File: src/cst_pkg.sv
// shared types, codes and constants of the call syntax tokenizer
// no dependencies; used by every other file of the block
package cst_pkg;

   // default sizes
   localparam int LINE_MAX_DEF = 256;
   localparam int MAX_ARGS_DEF = 8;
   localparam int QUEUE_DEPTH  = 2;

   // special characters
   localparam logic [7:0] CH_OPEN  = 8'h28;
   localparam logic [7:0] CH_CLOSE = 8'h29;
   localparam logic [7:0] CH_COMMA = 8'h2C;
   localparam logic [7:0] CH_UNDER = 8'h5F;
   localparam logic [7:0] CH_LOW_A = 8'h61;
   localparam logic [7:0] CH_LOW_Z = 8'h7A;
   localparam logic [7:0] CH_SPACE = 8'h20;
   localparam logic [7:0] CH_TAB   = 8'h09;
   localparam logic [7:0] CH_CR    = 8'h0D;
   localparam logic [7:0] CH_NUL   = 8'h00;

   // character classes
   localparam logic [2:0] CC_OTHER   = 3'd0;
   localparam logic [2:0] CC_ZERO    = 3'd1;
   localparam logic [2:0] CC_SPACE   = 3'd2;
   localparam logic [2:0] CC_LETTER  = 3'd3;
   localparam logic [2:0] CC_OPEN    = 3'd4;
   localparam logic [2:0] CC_CLOSE   = 3'd5;
   localparam logic [2:0] CC_COMMA   = 3'd6;
   localparam logic [2:0] CC_ILLEGAL = 3'd7;

   // scanner states
   localparam logic [2:0] ST_DRAIN = 3'd0;
   localparam logic [2:0] ST_LEAD  = 3'd1;
   localparam logic [2:0] ST_NAME  = 3'd2;
   localparam logic [2:0] ST_GAP   = 3'd3;
   localparam logic [2:0] ST_OPEN  = 3'd4;
   localparam logic [2:0] ST_ARG   = 3'd5;
   localparam logic [2:0] ST_TRAIL = 3'd6;

   // byte roles
   localparam logic [1:0] ROLE_SKIP = 2'd0;
   localparam logic [1:0] ROLE_NAME = 2'd1;
   localparam logic [1:0] ROLE_ARG  = 2'd2;
   localparam logic [1:0] ROLE_SEP  = 2'd3;

   // parse status codes
   localparam logic [2:0] PS_OK          = 3'd0;
   localparam logic [2:0] PS_EMPTY       = 3'd1;
   localparam logic [2:0] PS_ILLEGAL     = 3'd2;
   localparam logic [2:0] PS_TOO_LONG    = 3'd3;
   localparam logic [2:0] PS_EMPTY_ARG   = 3'd4;
   localparam logic [2:0] PS_TOO_MANY    = 3'd5;
   localparam logic [2:0] PS_NO_CLOSE    = 3'd6;
   localparam logic [2:0] PS_INNER_SPACE = 3'd7;

   // head of the class queue as seen by the scanner
   typedef struct packed {
      logic       valid;
      logic [2:0] char_class;
   } cls_q_type;

   // one result item
   typedef struct packed {
      logic [1:0] byte_role;
      logic [2:0] arg_number;
      logic       line_done;
      logic [2:0] parse_status;
      logic [3:0] args_found;
   } rsp_item_type;

   // sort a byte into its class
   function automatic logic [2:0] classify(input logic [7:0] b);
      logic [2:0] c;
      c = CC_OTHER;
      if (b[7]) begin
         c = CC_ILLEGAL;
      end else begin
         case (b) inside
            CH_NUL:                      c = CC_ZERO;
            [CH_TAB:CH_CR], CH_SPACE:    c = CC_SPACE;
            [CH_LOW_A:CH_LOW_Z], CH_UNDER: c = CC_LETTER;
            CH_OPEN:                     c = CC_OPEN;
            CH_CLOSE:                    c = CC_CLOSE;
            CH_COMMA:                    c = CC_COMMA;
            default:                     c = CC_OTHER;
         endcase
      end
      return c;
   endfunction

endpackage

File: src/call_syntax_tokenizer_unit.sv
// A pushed byte is classified and its class code registered in the class queue; the scanner
// turns the queue head into a result item in the result queue, shown on the rsp_ ports.
// Throughput: one byte per cycle while the result queue has room, set by the scanner state
// register closing its loop; both sides run decoupled through two-entry register queues.
// Reset (synchronous): both queues empty, scanner at the start of a new line; no
// clearing pass, items are taken right after reset is released.
// Top level; depends on cst_pkg, cst_front, cst_back and cst_fifo.
module call_syntax_tokenizer_unit #(
   parameter int LINE_MAX = cst_pkg::LINE_MAX_DEF,
   parameter int MAX_ARGS = cst_pkg::MAX_ARGS_DEF
) (
   input  logic       clock,
   input  logic       reset,
   input  logic       req_push,
   output logic       req_full,
   input  logic [7:0] req_line_byte,
   output logic       rsp_empty,
   input  logic       rsp_pop,
   output logic [1:0] rsp_byte_role,
   output logic [2:0] rsp_arg_number,
   output logic       rsp_line_done,
   output logic [2:0] rsp_parse_status,
   output logic [3:0] rsp_args_found
);

   localparam int RSP_W = $bits(cst_pkg::rsp_item_type);

   cst_pkg::cls_q_type    cls_q;
   logic                  cls_pop;
   logic                  rsp_q_full;
   logic                  rsp_q_push;
   cst_pkg::rsp_item_type rsp_item;
   cst_pkg::rsp_item_type rsp_head;
   logic [RSP_W-1:0]      rsp_rdata;

   // classify and queue
   cst_front u_front (
      .clock         (clock),
      .reset         (reset),
      .req_push      (req_push),
      .req_full      (req_full),
      .req_line_byte (req_line_byte),
      .cls_q         (cls_q),
      .cls_pop       (cls_pop)
   );

   // scanner
   cst_back #(
      .LINE_MAX (LINE_MAX),
      .MAX_ARGS (MAX_ARGS)
   ) u_back (
      .clock    (clock),
      .reset    (reset),
      .cls_q    (cls_q),
      .cls_pop  (cls_pop),
      .rsp_full (rsp_q_full),
      .rsp_push (rsp_q_push),
      .rsp_item (rsp_item)
   );

   // result queue
   cst_fifo #(
      .WIDTH (RSP_W),
      .DEPTH (cst_pkg::QUEUE_DEPTH)
   ) u_rsp_fifo (
      .clock (clock),
      .reset (reset),
      .push  (rsp_q_push),
      .wdata (rsp_item),
      .full  (rsp_q_full),
      .pop   (rsp_pop),
      .rdata (rsp_rdata),
      .empty (rsp_empty)
   );

   assign rsp_head         = cst_pkg::rsp_item_type'(rsp_rdata);
   assign rsp_byte_role    = rsp_head.byte_role;
   assign rsp_arg_number   = rsp_head.arg_number;
   assign rsp_line_done    = rsp_head.line_done;
   assign rsp_parse_status = rsp_head.parse_status;
   assign rsp_args_found   = rsp_head.args_found;

   // scanner never writes into a full result queue
   a_no_overflow: assert property (@(posedge clock) disable iff (reset)
      rsp_q_push |-> !rsp_q_full)
      else $error("result queue written while full");

   // status and count stay zero on bytes that do not finish a line
   a_quiet_when_busy: assert property (@(posedge clock) disable iff (reset)
      (rsp_q_push && !rsp_item.line_done) |->
         (rsp_item.parse_status == cst_pkg::PS_OK && rsp_item.args_found == 4'd0))
      else $error("status or count on a byte that does not finish the line");

   // any error reports a skipped byte and no arguments
   a_error_clears: assert property (@(posedge clock) disable iff (reset)
      (rsp_q_push && rsp_item.parse_status != cst_pkg::PS_OK) |->
         (rsp_item.byte_role == cst_pkg::ROLE_SKIP && rsp_item.args_found == 4'd0
          && rsp_item.arg_number == 3'd0 && rsp_item.line_done))
      else $error("error item carries a role or a count");

endmodule

File: src/cst_fifo.sv
// small first-in first-out queue built from registers
// depends on cst_pkg for its default depth
module cst_fifo #(
   parameter int WIDTH = 8,
   parameter int DEPTH = cst_pkg::QUEUE_DEPTH
) (
   input  logic             clock,
   input  logic             reset,
   input  logic             push,
   input  logic [WIDTH-1:0] wdata,
   output logic             full,
   input  logic             pop,
   output logic [WIDTH-1:0] rdata,
   output logic             empty
);

   localparam int PTR_W = (DEPTH > 1) ? $clog2(DEPTH) : 1;
   localparam int CNT_W = $clog2(DEPTH + 1);

   logic [WIDTH-1:0] mem_ff [DEPTH];
   logic [PTR_W-1:0] wr_ptr_ff, wr_ptr_in;
   logic [PTR_W-1:0] rd_ptr_ff, rd_ptr_in;
   logic [CNT_W-1:0] count_ff, count_in;
   logic             do_push, do_pop;

   // status
   assign full    = (count_ff == CNT_W'(DEPTH));
   assign empty   = (count_ff == '0);
   assign do_push = push && !full;
   assign do_pop  = pop && !empty;
   assign rdata   = mem_ff[rd_ptr_ff];

   // pointer and fill count update
   always_comb begin
      wr_ptr_in = wr_ptr_ff;
      rd_ptr_in = rd_ptr_ff;
      count_in  = count_ff;
      if (do_push) begin
         wr_ptr_in = (wr_ptr_ff == PTR_W'(DEPTH - 1)) ? '0 : wr_ptr_ff + PTR_W'(1);
      end
      if (do_pop) begin
         rd_ptr_in = (rd_ptr_ff == PTR_W'(DEPTH - 1)) ? '0 : rd_ptr_ff + PTR_W'(1);
      end
      if (do_push && !do_pop) begin
         count_in = count_ff + CNT_W'(1);
      end else if (do_pop && !do_push) begin
         count_in = count_ff - CNT_W'(1);
      end
   end

   always_ff @(posedge clock) begin
      if (reset) begin
         wr_ptr_ff <= '0;
         rd_ptr_ff <= '0;
         count_ff  <= '0;
      end else begin
         wr_ptr_ff <= wr_ptr_in;
         rd_ptr_ff <= rd_ptr_in;
         count_ff  <= count_in;
      end
   end

   // entry storage
   always_ff @(posedge clock) begin
      if (do_push) begin
         mem_ff[wr_ptr_ff] <= wdata;
      end
   end

endmodule

File: src/cst_front.sv
// front end: takes line bytes, classifies them and queues the class codes
// depends on cst_pkg and cst_fifo
module cst_front (
   input  logic              clock,
   input  logic              reset,
   input  logic              req_push,
   output logic              req_full,
   input  logic [7:0]        req_line_byte,
   output cst_pkg::cls_q_type cls_q,
   input  logic              cls_pop
);

   logic [2:0] char_class;
   logic [2:0] head_class;
   logic       q_empty;

   // byte classification ahead of the queue
   assign char_class = cst_pkg::classify(req_line_byte);

   cst_fifo #(
      .WIDTH (3),
      .DEPTH (cst_pkg::QUEUE_DEPTH)
   ) u_cls_fifo (
      .clock (clock),
      .reset (reset),
      .push  (req_push),
      .wdata (char_class),
      .full  (req_full),
      .pop   (cls_pop),
      .rdata (head_class),
      .empty (q_empty)
   );

   // queue head toward the scanner
   assign cls_q.valid      = !q_empty;
   assign cls_q.char_class = head_class;

endmodule

File: src/cst_back.sv
// back end: line scanner that turns class codes into result items
// depends on cst_pkg
module cst_back #(
   parameter int LINE_MAX = cst_pkg::LINE_MAX_DEF,
   parameter int MAX_ARGS = cst_pkg::MAX_ARGS_DEF
) (
   input  logic                   clock,
   input  logic                   reset,
   input  cst_pkg::cls_q_type     cls_q,
   output logic                   cls_pop,
   input  logic                   rsp_full,
   output logic                   rsp_push,
   output cst_pkg::rsp_item_type  rsp_item
);

   localparam int POS_W = $clog2(LINE_MAX + 1);
   localparam int CNT_W = $clog2(MAX_ARGS + 1);

   logic [2:0]       state_ff, state_in;
   logic             has_text_ff, has_text_in;
   logic [CNT_W-1:0] arg_cnt_ff, arg_cnt_in;
   logic [POS_W-1:0] pos_ff, pos_in;
   logic             line_start_ff, line_start_in;

   logic [2:0]       cc;
   logic             is_zero, is_space, is_letter;
   logic [CNT_W-1:0] cnt_plus;
   logic [CNT_W+3:0] cnt_ext, found_ext;
   logic             open_go, comma_go, fin, new_line, argn_sel;
   logic [2:0]       err;

   // handshake: one class code per cycle while the result queue has room
   assign cls_pop  = cls_q.valid && !rsp_full;
   assign rsp_push = cls_pop;

   assign cc        = cls_q.char_class;
   assign is_zero   = (cc == cst_pkg::CC_ZERO);
   assign is_space  = (cc == cst_pkg::CC_SPACE);
   assign is_letter = (cc == cst_pkg::CC_LETTER);
   assign cnt_plus  = arg_cnt_ff + CNT_W'(1);
   assign cnt_ext   = {4'b0000, arg_cnt_ff};
   assign found_ext = {4'b0000, arg_cnt_in};

   // scanner transition, including the fall-through of the early states
   always_comb begin
      state_in      = state_ff;
      has_text_in   = has_text_ff;
      arg_cnt_in    = arg_cnt_ff;
      pos_in        = pos_ff;
      line_start_in = line_start_ff;
      open_go       = 1'b0;
      comma_go      = 1'b0;
      fin           = 1'b0;
      new_line      = 1'b0;
      argn_sel      = 1'b0;
      err           = cst_pkg::PS_OK;
      rsp_item      = '0;

      if (state_ff == cst_pkg::ST_DRAIN) begin
         // ignore bytes until the terminator
         new_line = is_zero;
      end else if (line_start_ff && is_zero) begin
         rsp_item.line_done    = 1'b1;
         rsp_item.parse_status = cst_pkg::PS_EMPTY;
         new_line              = 1'b1;
      end else begin
         if (cc == cst_pkg::CC_ILLEGAL) begin
            err = cst_pkg::PS_ILLEGAL;
         end else if (pos_ff >= POS_W'(LINE_MAX)) begin
            err = cst_pkg::PS_TOO_LONG;
         end else begin
            case (state_ff)
               cst_pkg::ST_LEAD: begin
                  if (is_letter) begin
                     rsp_item.byte_role = cst_pkg::ROLE_NAME;
                     state_in           = cst_pkg::ST_NAME;
                  end else if (!is_space) begin
                     open_go = 1'b1;
                  end
               end
               cst_pkg::ST_NAME: begin
                  if (is_letter) begin
                     rsp_item.byte_role = cst_pkg::ROLE_NAME;
                  end else if (is_space) begin
                     state_in = cst_pkg::ST_GAP;
                  end else begin
                     open_go = 1'b1;
                  end
               end
               cst_pkg::ST_GAP: begin
                  open_go = !is_space;
               end
               cst_pkg::ST_OPEN: begin
                  open_go = 1'b1;
               end
               cst_pkg::ST_ARG: begin
                  if (is_zero) begin
                     err = cst_pkg::PS_NO_CLOSE;
                  end else if (is_space) begin
                     if (has_text_ff) begin
                        state_in = cst_pkg::ST_TRAIL;
                     end
                  end else if (cc == cst_pkg::CC_COMMA) begin
                     comma_go = 1'b1;
                  end else if (cc == cst_pkg::CC_CLOSE) begin
                     if (!has_text_ff) begin
                        err = cst_pkg::PS_EMPTY_ARG;
                     end else begin
                        rsp_item.byte_role = cst_pkg::ROLE_SEP;
                        argn_sel           = 1'b1;
                        arg_cnt_in         = cnt_plus;
                        fin                = 1'b1;
                     end
                  end else begin
                     rsp_item.byte_role = cst_pkg::ROLE_ARG;
                     argn_sel           = 1'b1;
                     has_text_in        = 1'b1;
                  end
               end
               cst_pkg::ST_TRAIL: begin
                  if (cc == cst_pkg::CC_COMMA) begin
                     state_in = cst_pkg::ST_ARG;
                     comma_go = 1'b1;
                  end else if (!is_space) begin
                     err = cst_pkg::PS_INNER_SPACE;
                  end
               end
               default: begin
               end
            endcase

            // opening bracket or a line without one
            if (open_go) begin
               if (cc == cst_pkg::CC_OPEN) begin
                  rsp_item.byte_role = cst_pkg::ROLE_SEP;
                  has_text_in        = 1'b0;
                  arg_cnt_in         = '0;
                  state_in           = cst_pkg::ST_ARG;
               end else begin
                  fin = 1'b1;
               end
            end

            // argument separator
            if (comma_go) begin
               if (!has_text_ff) begin
                  err = cst_pkg::PS_EMPTY_ARG;
               end else begin
                  rsp_item.byte_role = cst_pkg::ROLE_SEP;
                  argn_sel           = 1'b1;
                  arg_cnt_in         = cnt_plus;
                  has_text_in        = 1'b0;
                  if (cnt_plus >= CNT_W'(MAX_ARGS)) begin
                     err = cst_pkg::PS_TOO_MANY;
                  end
               end
            end
         end

         if (argn_sel) begin
            rsp_item.arg_number = cnt_ext[2:0];
         end

         // finish reporting
         if (err != cst_pkg::PS_OK) begin
            rsp_item.byte_role    = cst_pkg::ROLE_SKIP;
            rsp_item.arg_number   = '0;
            rsp_item.line_done    = 1'b1;
            rsp_item.parse_status = err;
            fin                   = 1'b1;
         end else if (fin) begin
            rsp_item.line_done  = 1'b1;
            rsp_item.args_found = found_ext[3:0];
         end

         if (fin) begin
            if (is_zero) begin
               new_line = 1'b1;
            end else begin
               state_in = cst_pkg::ST_DRAIN;
            end
         end else begin
            pos_in        = pos_ff + POS_W'(1);
            line_start_in = 1'b0;
         end
      end

      // fresh line
      if (new_line) begin
         state_in      = cst_pkg::ST_LEAD;
         has_text_in   = 1'b0;
         arg_cnt_in    = '0;
         pos_in        = '0;
         line_start_in = 1'b1;
      end
   end

   always_ff @(posedge clock) begin
      if (reset) begin
         state_ff      <= cst_pkg::ST_LEAD;
         has_text_ff   <= 1'b0;
         arg_cnt_ff    <= '0;
         pos_ff        <= '0;
         line_start_ff <= 1'b1;
      end else if (cls_pop) begin
         state_ff      <= state_in;
         has_text_ff   <= has_text_in;
         arg_cnt_ff    <= arg_cnt_in;
         pos_ff        <= pos_in;
         line_start_ff <= line_start_in;
      end
   end

endmodule
File: config.mk
export PLATFORM = sky130hd
export DESIGN_NAME = call_syntax_tokenizer_unit
export DESIGN_NICKNAME = d
export VERILOG_FILES = /design/src/cst_pkg.sv /design/src/call_syntax_tokenizer_unit.sv /design/src/cst_fifo.sv /design/src/cst_front.sv /design/src/cst_back.sv
export SDC_FILE = /design/constraint.sdc
export NUM_CORES = 1
export LEC_CHECK = 0
export BUFFER_PORTS_ARGS = -buffer_cell sky130_fd_sc_hd__buf_2
export CORE_ASPECT_RATIO = 1.2
export CORE_UTILIZATION = 60
export DETAILED_ROUTE_END_ITERATION = 6
export MAX_ROUTING_LAYER = met4
export PLACE_DENSITY = 0.79
export SETUP_SLACK_MARGIN = 0.2
export SLEW_MARGIN = 20
export SYNTH_ARGS = -nofsm -noshare
export SYNTH_HDL_FRONTEND = slang
export SYNTH_SLANG_ARGS = --single-unit
export TNS_END_PERCENT = 10
File: constraint.sdc
create_clock -name clock -period 2.6 [get_ports clock]
set_input_delay 0.39 -clock clock [delete_from_list [all_inputs] [get_ports clock]]
set_output_delay 0.39 -clock clock [all_outputs]
set_load 0.01 [all_outputs]
==> results.toml, run 1 <==
[outcome]
status = "finished, final reports clean"

[clock_network]
cts.sinks = 60
cts.clk_slew.worst_paths_ps = 70
clock-root-buffer = "clkbuf_8"
cts_hold_buffers = 0
cts_buffers = 9
cts_tree = "built"
cts_max_path_buffers = 2
htreeDepth = 3
clk_latency_ps = 340

[final_layout]
final_common_cell = "edfxtp_1"
regArea_um2 = 1530
n_antenna_cell = 0
drive_gt1_share_pct = 25.9
syn2layout_area_growth_pct = 19.3
fin_util_pct = 74.0
fillCellCount = 379
finalNetCount = 410
mostFrequentLayoutCells = "edfxtp_1 (32), nor2_1 (31), a21oi_1 (29), dfxtp_1 (27), buf_2 (26)"
multiInputGateArea_um2 = 1690
fin_cells = 460

[hold_path]
min_to = "u_front.u_cls_fifo.mem_ff[0][2]"
hp-class = "in2reg"
hp-start = "req_line_byte[7]"
whs_path_depth = 2

[route]
highest_layer = "met4"
routed_wl_um = 7140
avgViaCountPerCell = 6.04
ant_nets = 0
drc = 0
wl_met3_um = 386
wl_met2_um = 3690
drt-met1-wl_um = 2870
vias = 2777
dr.pass1.iters = 4
wl_per_cell_um = 15.5
dr.first_iter.drc_count = 185

[yosys]
synth_warnings = 0
synth_compound_gate_area_share_pct = 18.3
netlist_area_um2 = 3290
synthCells = 343
synth_edf_count = 32
mappedNetlistNets = 360
synth.distinct_cells = 60
synth-async-reset-ratio_pct = 0
ys_ff_latch = 60
synth_xor_area_share_pct = 3.73
synth.area.mux_share_pct = 5.41
synthFlopType = "edfxtp_1"
avgSynthCellArea_um2 = 9.58
synthAdderAreaFrac_pct = 1.90
ys_seq_area_share_pct = 46.3
synth_top_family_by_area = "simple AND/OR/NAND/NOR gates"
synthSimpleGateAreaFrac_pct = 19.8

[setup_path]
setup.worst_path.class = "reg2reg"
rrSetupSlack_ps = 200
required_ps = 2870
worstSetupStartpointType = "flop"
crit_arrival_ps = 2670
r2r_end = "u_back.pos_ff[7]"
cp-end-kind = "flop"
r2r_cells = 9
crit_fanout = 8
rr_startpoint = "u_front.u_cls_fifo.mem_ff[0][1]"

[sta]
finalHoldViolations = 0
drv_slew = 0
slew_headroom_pct = 59.8
fin_crit_sh_pct = 92.3
clock.fmax_ghz = 0.417
fin_skew_ps = 10.5
worstMarginPinSlew_ps = 603
hold_ws_ps = 362
rsz0062_at_grt = "true"
setup_violations = 0
fin_crit_ps = 2400
finalSetupTns_ps = 0
setup_ws_ps = 200

[die]
die_h_um = 83.1
design.core.area_um2 = 5300
die_area_um2 = 5780
initial_core_util_pct = 62.0
die_w_um = 69.6
rows = 29
top_level_ports = 27

[grt]
antenna_found_initial = 0
grt_max_degree = 19
gr-usage-all-layers_pct = 26.5
first_global_vias = 2695
grt_first_pass_wirelength_um = 11700
grt_overflow_total = 0

[power_and_ir_drop]
power_density_nw_per_um2 = 1020
irDropWorstVdd_mv = 0.515
p_leak_nw = 1.49

[flow_run]
cap_violations = 0

[place]
portBuffers = 26
place_ws_ps = 129
dpl.cell_count = 438
dp_hpwl_um = 5080
gp_congestion = 1.01
layout make-up:
| cell class | count | share of cell area (%) |
|---|---|---|
| Timing Repair Buffer | 51 | 8.30 |
| Clock buffer | 9 | 3.16 |
| Multi-Input combinational cell | 249 | 43.0 |
| Clock inverter | 7 | 2.58 |
| Sequential cell | 60 | 38.9 |
| Tap cell | 62 | 1.98 |
| Inverter | 22 | 2.11 |
sequential cells by signal (all words and copies together), names as in the netlist, named ones only:
| signal | cells |
|---|---|
| u_back.line_start_ff | 1 |
| u_front.u_cls_fifo.mem_ff | 6 |
| u_front.u_cls_fifo.count_ff | 2 |
| u_back.arg_cnt_ff | 4 |
| u_front.u_cls_fifo.wr_ptr_ff | 1 |
| u_rsp_fifo.wr_ptr_ff | 1 |
| u_back.pos_ff | 9 |
| u_rsp_fifo.rd_ptr_ff | 1 |
| u_front.u_cls_fifo.rd_ptr_ff | 1 |
| u_back.state_ff | 3 |
| u_rsp_fifo.mem_ff | 26 |
| u_rsp_fifo.count_ff | 2 |
| u_back.has_text_ff | 1 |
kinds of logic after synthesis:
| kind of cell | after synthesis |
|---|---|
| adders and majority gates | 5 |
| DFF | 60 |
| buffers and inverters | 34 |
| xor gates and xnor gates | 14 |
| and+or+nand+nor | 124 |
| AOI/OAI and AO/OA | 90 |
| muxes | 16 |
power by group:
group          switching, W  leakage (nW)  internal, W
Clock              0.000377         0.106     0.000543
Combinational      0.000887         0.856     0.000742
Sequential         0.000152         0.532      0.00129
stage by stage:
step                      area (µm²)  total power (W)
final                           3920          0.00399
after global routing            3920          0.00423
after CTS                       3820          0.00396
after detailed placement        3570          0.00300
after global placement          3570          0.00294
after floorplan                 3290          0.00250
routing by layer:
metal | GRT usage (%) | vias to the layer above
li1 | - | 1363
met1 | 28.8 | 1295
met2 | 44.4 | 99
met3 | 7.16 | 20
met4 | 13.4 | 0
met5 | - | -
Yosys cell counts, drive strengths merged, types with 5 or more instances:
| cell type | instances | share of area [%] |
|---|---|---|
| xor2 | 8 | 2.1 |
| nand3b | 5 | 1.1 |
| nor2b | 6 | 1.1 |
| or3 | 8 | 1.5 |
| nand3 | 13 | 2.0 |
| xnor2 | 6 | 1.6 |
| ha | 5 | 1.9 |
| mux2 | 14 | 4.8 |
| inv | 22 | 2.5 |
| nor3 | 8 | 1.2 |
| nand2 | 24 | 2.7 |
| edfxtp | 32 | 29 |
| dfxtp | 28 | 17 |
| o21ai | 19 | 2.9 |
| a31oi | 6 | 1.1 |
| a21oi | 34 | 5.3 |
| buf | 6 | 1.3 |
| nor2 | 31 | 3.5 |
| clkbuf | 6 | 0.69 |
| nand2b | 7 | 1.3 |
worst max-delay path, cell delays in order, from the launching register on:
cell and delay, ps:
edfxtp_1 410, buf_6 150, or4b_4 530, o211ai_1 100
a211o_1 160, and3_4 210, a32oi_4 130, buf_6 170
or3_4 320, a21oi_2 150
how the worst max path moves through the flow:
| stage | from | endpoint | slack [ps] | cells past startpoint |
|---|---|---|---|---|
| finish | u_front.u_cls_fifo.mem_ff[0][1] | u_back.pos_ff[7] | 200 | 9 |
| global route | u_back.arg_cnt_ff[0] | u_rsp_fifo.mem_ff[1][0] | 110 | 8 |
| CTS | flop | u_back.arg_cnt_ff[2] | 190 | 8 |
| detailed placement | flop | u_back.pos_ff[4] | 130 | 9 |
| global placement | u_front.u_cls_fifo.mem_ff[0][2] | u_back.pos_ff[6] | 200 | 8 |
| floorplan | u_front.u_cls_fifo.mem_ff[0][2] | u_back.pos_ff[5] | 290 | 8 |
repair_timing:
action / CTS / global route
pin swaps: 1 / 15
hold endpoints to repair: 0 / 0
setup endpoints to repair: 18 / 30
buffers inserted: 2 / 3
cloned: 0 / 1
resized for setup: 3 / 16
Power figures use the tool's default switching activity.
==> run 2, diff against run 1 <==
GPL_TIMING_DRIVEN = 0   (was not set)
==> results.toml, run 2 (synthesis results as in run 1) <==
[hold_path]
hp-class = "in2reg"

[final_layout]
drive_gt1_share_pct = 25.4
largestRegisters = "u_rsp_fifo.mem_ff (26), u_back.pos_ff (9), u_front.u_cls_fifo.mem_ff (6)"
largest_reg_flops = 26
mostFrequentLayoutCells = "edfxtp_1 (32), a21oi_1 (31), nor2_1 (29), dfxtp_1 (28), buf_2 (26)"
final_common_cell = "edfxtp_1"
n_antenna_cell = 0
syn2layout_area_growth_pct = 20.5
top_register = "u_rsp_fifo.mem_ff"
finalNetCount = 414

[route]
wl_per_cell_um = 15.6
drc = 0
ant_nets = 0
vias = 2817
dr.pass1.iters = 5
avgViaCountPerCell = 6.07
dr.first_iter.drc_count = 217
routed_wl_um = 7250

[clock_network]
clock-root-buffer = "clkbuf_8"
htreeDepth = 3
cts.sinks = 60
cts_hold_buffers = 0
clk_latency_ps = 350
cts.clk_slew.worst_paths_ps = 70
cts_buffers = 9
cts_tree = "built"
cts_max_path_buffers = 2

[sta]
setup_violations = 0
worstMarginPinSlew_ps = 696
clock.fmax_ghz = 0.395
slew_headroom_pct = 53.3
rsz0062_at_grt = "true"
finalHoldViolations = 0
drv_slew = 0
fin_crit_sh_pct = 97.4
fin_crit_ps = 2530
fin_skew_ps = 10.9
setup_ws_ps = 66.6

[power_and_ir_drop]
finalPower_w = 0.00401
p_leak_nw = 1.52
irDropWorstVdd_mv = 0.692
power_density_nw_per_um2 = 1010

[die]
die_w_um = 69.6
initial_core_util_pct = 62.0
top_level_ports = 27
rows = 29
die_area_um2 = 5780
die_h_um = 83.1
design.core.area_um2 = 5300

[grt]
first_global_vias = 2546
gr-usage-all-layers_pct = 25.4
grt_first_pass_wirelength_um = 11200
grt_overflow_total = 0
grt_max_degree = 14
antenna_found_initial = 0

[setup_path]
crit_arrival_ps = 2810
worstSetupStartpointType = "flop"
required_ps = 2880
rrSetupSlack_ps = 70
cp-end-kind = "flop"
setup.worst_path.class = "reg2reg"
crit_fanout = 6

[place]
place_ws_ps = -40.2
gp_congestion = 0.965
portBuffers = 25
dp_hpwl_um = 4850

[outcome]
status = "finished, final reports clean"

[flow_run]
cap_violations = 0
==> run 2: where the power goes <==
group / leakage, nW / total [W] / internal [W] / switching [W]
sequential: 0.531 / 0.00142 / 0.00128 / 0.000137
clock: 0.106 / 0.000929 / 0.000543 / 0.000386
combinational: 0.880 / 0.00166 / 0.000733 / 0.000926
total: 1.52 / 0.00401 / 0.00256 / 0.00145
==> run 2: path summary, 6_finish.rpt <==
path	start	cells after the start	to
setup / recovery	u_front.u_cls_fifo.mem_ff[0][2]	9	u_back.pos_ff[4]
hold / removal	req_line_byte[7]	3	u_front.u_cls_fifo.mem_ff[1][0]
setup reg to reg	u_front.u_cls_fifo.mem_ff[0][2]	9	u_back.pos_ff[4]
hold reg to reg	u_back.pos_ff[6]	2	u_back.pos_ff[6]
==> run 2: cell type report <==
cell class | count | area, µm²
fill | 387 | 1340
clock inverter | 7 | 101
tap | 62 | 77.6
multi-input combinational | 249 | 1700
sequential | 60 | 1520
inverter | 22 | 82.6
clock buffer | 9 | 124
timing repair buffer | 43 | 269
buffer | 12 | 78.8
==> run 2: worst max-delay path, stage by stage, from the launching register on <==
cell	delay (ps)
edfxtp_1	490
or3b_4	460
a221oi_2	280
a211o_1	160
and3_4	180
buf_6	120
a32oi_4	150
buf_6	160
or3_1	340
a21oi_1	130
==> run 2: routing by layer <==
layer / vias up / track usage (%) / part of all wire (%)
li1: 1376 / - / -
met1: 1315 / 27.7 / 39
met2: 105 / 43.1 / 52
met3: 21 / 4.25 / 5.5
met4: 0 / 15.6 / 3.0
met5: - / - / 0
==> run 2: metrics by stage <==
| stage | std cells | util [%] | setup TNS (ps) | hold slack (ps) | cell area [µm²] |
|---|---|---|---|---|---|
| finish | 464 | 74.7 | 0 | 363 | 3960 |
| CTS | 448 | 70.9 | 0 | 353 | 3760 |
| global route | 464 | 74.7 | 0 | 378 | 3960 |
| floorplan | 343 | - | 0 | 444 | 3290 |
| global placement | 430 | 65.8 | -20.9 | 461 | 3490 |
| detailed placement | 430 | 65.8 | -144 | 477 | 3490 |
==> run 2: timing repair <==
item	4_1_cts	5_1_grt
hold endpoints to repair	0	0
pin swaps	1	14
setup buffers	2	15
cloned	0	1
gates resized for setup	7	18
setup endpoints to repair	42	43
==> run 3, diff against run 2 <==
GPL_ROUTABILITY_DRIVEN = 0   (was not set)
SYNTH_HIERARCHICAL = 1   (was not set)
==> results.toml, run 3 <==
[final_layout]
largestRegisters = "u_rsp_fifo/mem_ff (26), u_back/pos_ff (9), u_front/u_cls_fifo/mem_ff (6)"
multiInputGateArea_um2 = 1820
regArea_um2 = 1530
finalNetCount = 413
top_register = "u_rsp_fifo/mem_ff"
largest_reg_flops = 26
syn2layout_area_growth_pct = 20.7
final_common_cell = "edfxtp_1"
fillCellCount = 364
n_antenna_cell = 0
mostFrequentLayoutCells = "edfxtp_1 (32), a21oi_1 (30), buf_2 (28), dfxtp_1 (27), nor2_1 (24)"
drive_gt1_share_pct = 31.9

[yosys]
synthAdderAreaFrac_pct = 1.85
synth_top_family_by_area = "simple AND/OR/NAND/NOR gates"
yosysTopAreaCellShare_pct = 28.4
mappedNetlistNets = 359
synth.most_common_cell = "a21oi_1"
synth_xor_area_share_pct = 3.07
synth.area.top_cells = "edfxtp_1 (28%), dfxtp_1 (17%), mux2_2 (5.3%)"
ys_ff_latch = 60
ys_seq_area_share_pct = 45.0
synthFlopType = "edfxtp_1"
synth-async-reset-ratio_pct = 0
synth_warnings = 6
synthSimpleGateAreaFrac_pct = 21.2
netlist_area_um2 = 3380
synthCells = 342
synth_compound_gate_area_share_pct = 18.9
yosys-top-cells-count = "a21oi_1 (35), edfxtp_1 (32), dfxtp_1 (28)"
synth.area.mux_share_pct = 5.33
avgSynthCellArea_um2 = 9.89
synth_top_area_cell = "edfxtp_1"
synth_edf_count = 32
synth.distinct_cells = 68

[route]
avgViaCountPerCell = 6.19
ant_nets = 0
drc = 4
dr.first_iter.drc_count = 181
wl_per_cell_um = 15.4
routed_wl_um = 7150
dr.pass1.iters = 7
vias = 2866

[grt]
grt_overflow_total = 0
gr-usage-all-layers_pct = 25.2
antenna_found_initial = 0
grt_max_degree = 14
first_global_vias = 2638
grt_first_pass_wirelength_um = 11400

[setup_path]
cp-end-kind = "flop"
required_ps = 2880
setup.worst_path.class = "reg2reg"
crit_fanout = 10
worstSetupStartpointType = "flop"
crit_arrival_ps = 2780

[clock_network]
cts_tree = "built"
cts_max_path_buffers = 2
htreeDepth = 3
clock-root-buffer = "clkbuf_8"
cts_hold_buffers = 0
cts.clk_slew.worst_paths_ps = 80
clk_latency_ps = 340
cts.sinks = 60
cts_buffers = 9

[place]
portBuffers = 25
place_ws_ps = -299
dp_hpwl_um = 4860

[sta]
finalSetupTns_ps = 0
fin_crit_ps = 2500
clock.fmax_ghz = 0.400
finalHoldViolations = 0
slew_headroom_pct = 59.9
setup_violations = 0
rsz0062_at_grt = "true"
fin_skew_ps = 15.2
fin_crit_sh_pct = 96.2
setup_ws_ps = 98.2
worstMarginPinSlew_ps = 595
drv_slew = 0

[die]
rows = 29
top_level_ports = 27
design.core.area_um2 = 5370
die_area_um2 = 5940
initial_core_util_pct = 63.0
die_w_um = 70.5
die_h_um = 84.2

[power_and_ir_drop]
power_density_nw_per_um2 = 1040
irDropWorstVdd_mv = 0.545
p_leak_nw = 1.51

[outcome]
violations = "DRC"
status = "complete, but fails checks"

[hold_path]
hp-start = "reset"
hp-class = "in2reg"

[flow_run]
cap_violations = 0
-- run 3: what timing repair did --
| action | 4_1_cts | 5_1_grt |
|---|---|---|
| pin swaps | 8 | 14 |
| endpoints found under the setup margin | 25 | 33 |
| gates cloned | 0 | 1 |
| buffers inserted | 7 | 10 |
| resized for setup | 18 | 24 |
| hold endpoints to repair | 0 | 0 |
-- run 3: cell type report --
class                           instances  area share [%]
Multi-Input combinational cell        250            44.6
Sequential cell                        60            37.4
Timing Repair Buffer                   43            6.31
Clock buffer                           10            3.65
Buffer                                 16            3.00
Tap cell                               62            1.90
Clock inverter                          6            1.72
Inverter                               16            1.47
-- run 3: layer usage --
metal	track usage, %	up-vias	share of wire, %
met4	16.7	0	4.1
met5	-	-	0
li1	-	1382	-
met2	42.9	110	52
met1	26.2	1342	38
met3	5.04	32	6.2
-- run 3: per-stage QoR --
| step | utilization, % | instance area, µm² | instances | total power (W) | hold slack (ps) |
|---|---|---|---|---|---|
| floorplan | - | 3380 | 342 | 0.00258 | 452 |
| global placement | 66.8 | 3580 | 429 | 0.00296 | 465 |
| detailed placement | 66.8 | 3580 | 429 | 0.00301 | 478 |
| CTS | 73.2 | 3930 | 452 | 0.00407 | 364 |
| global route | 76.0 | 4080 | 463 | 0.00447 | 376 |
| finish | 76.0 | 4080 | 463 | 0.00423 | 365 |
-- run 3: final timing paths --
kind	slack (ps)	end	cells past startpoint
max	100	u_back/pos_ff[4]	9
min	360	u_rsp_fifo/count_ff[0]	2
max reg2reg	100	u_back/pos_ff[4]	9
min reg2reg	480	u_back/pos_ff[6]	2
-- run 3: kinds of logic after synthesis --
group,count (synthesis)
simple gates,124
compound gates,94
flops,60
buf+inv,32
mux,16
xor+xnor,11
fa+ha+maj,5
-- run 3: report_power, final --
group | switching, W | total, W | internal (W)
combinational | 0.00110 | 0.00195 | 0.000851
sequential | 0.000125 | 0.00140 | 0.00128
clock | 0.000377 | 0.000884 | 0.000507
-- run 3: worst max-delay path: stages, from the launching register on --
cell and delay, ps:
dfxtp_4 370, mux2_4 320, buf_8 160, nor3b_4 220
a311o_1 210, o21ai_2 80, o31a_1 300, buf_4 160
or4_4 500, a21oi_2 120
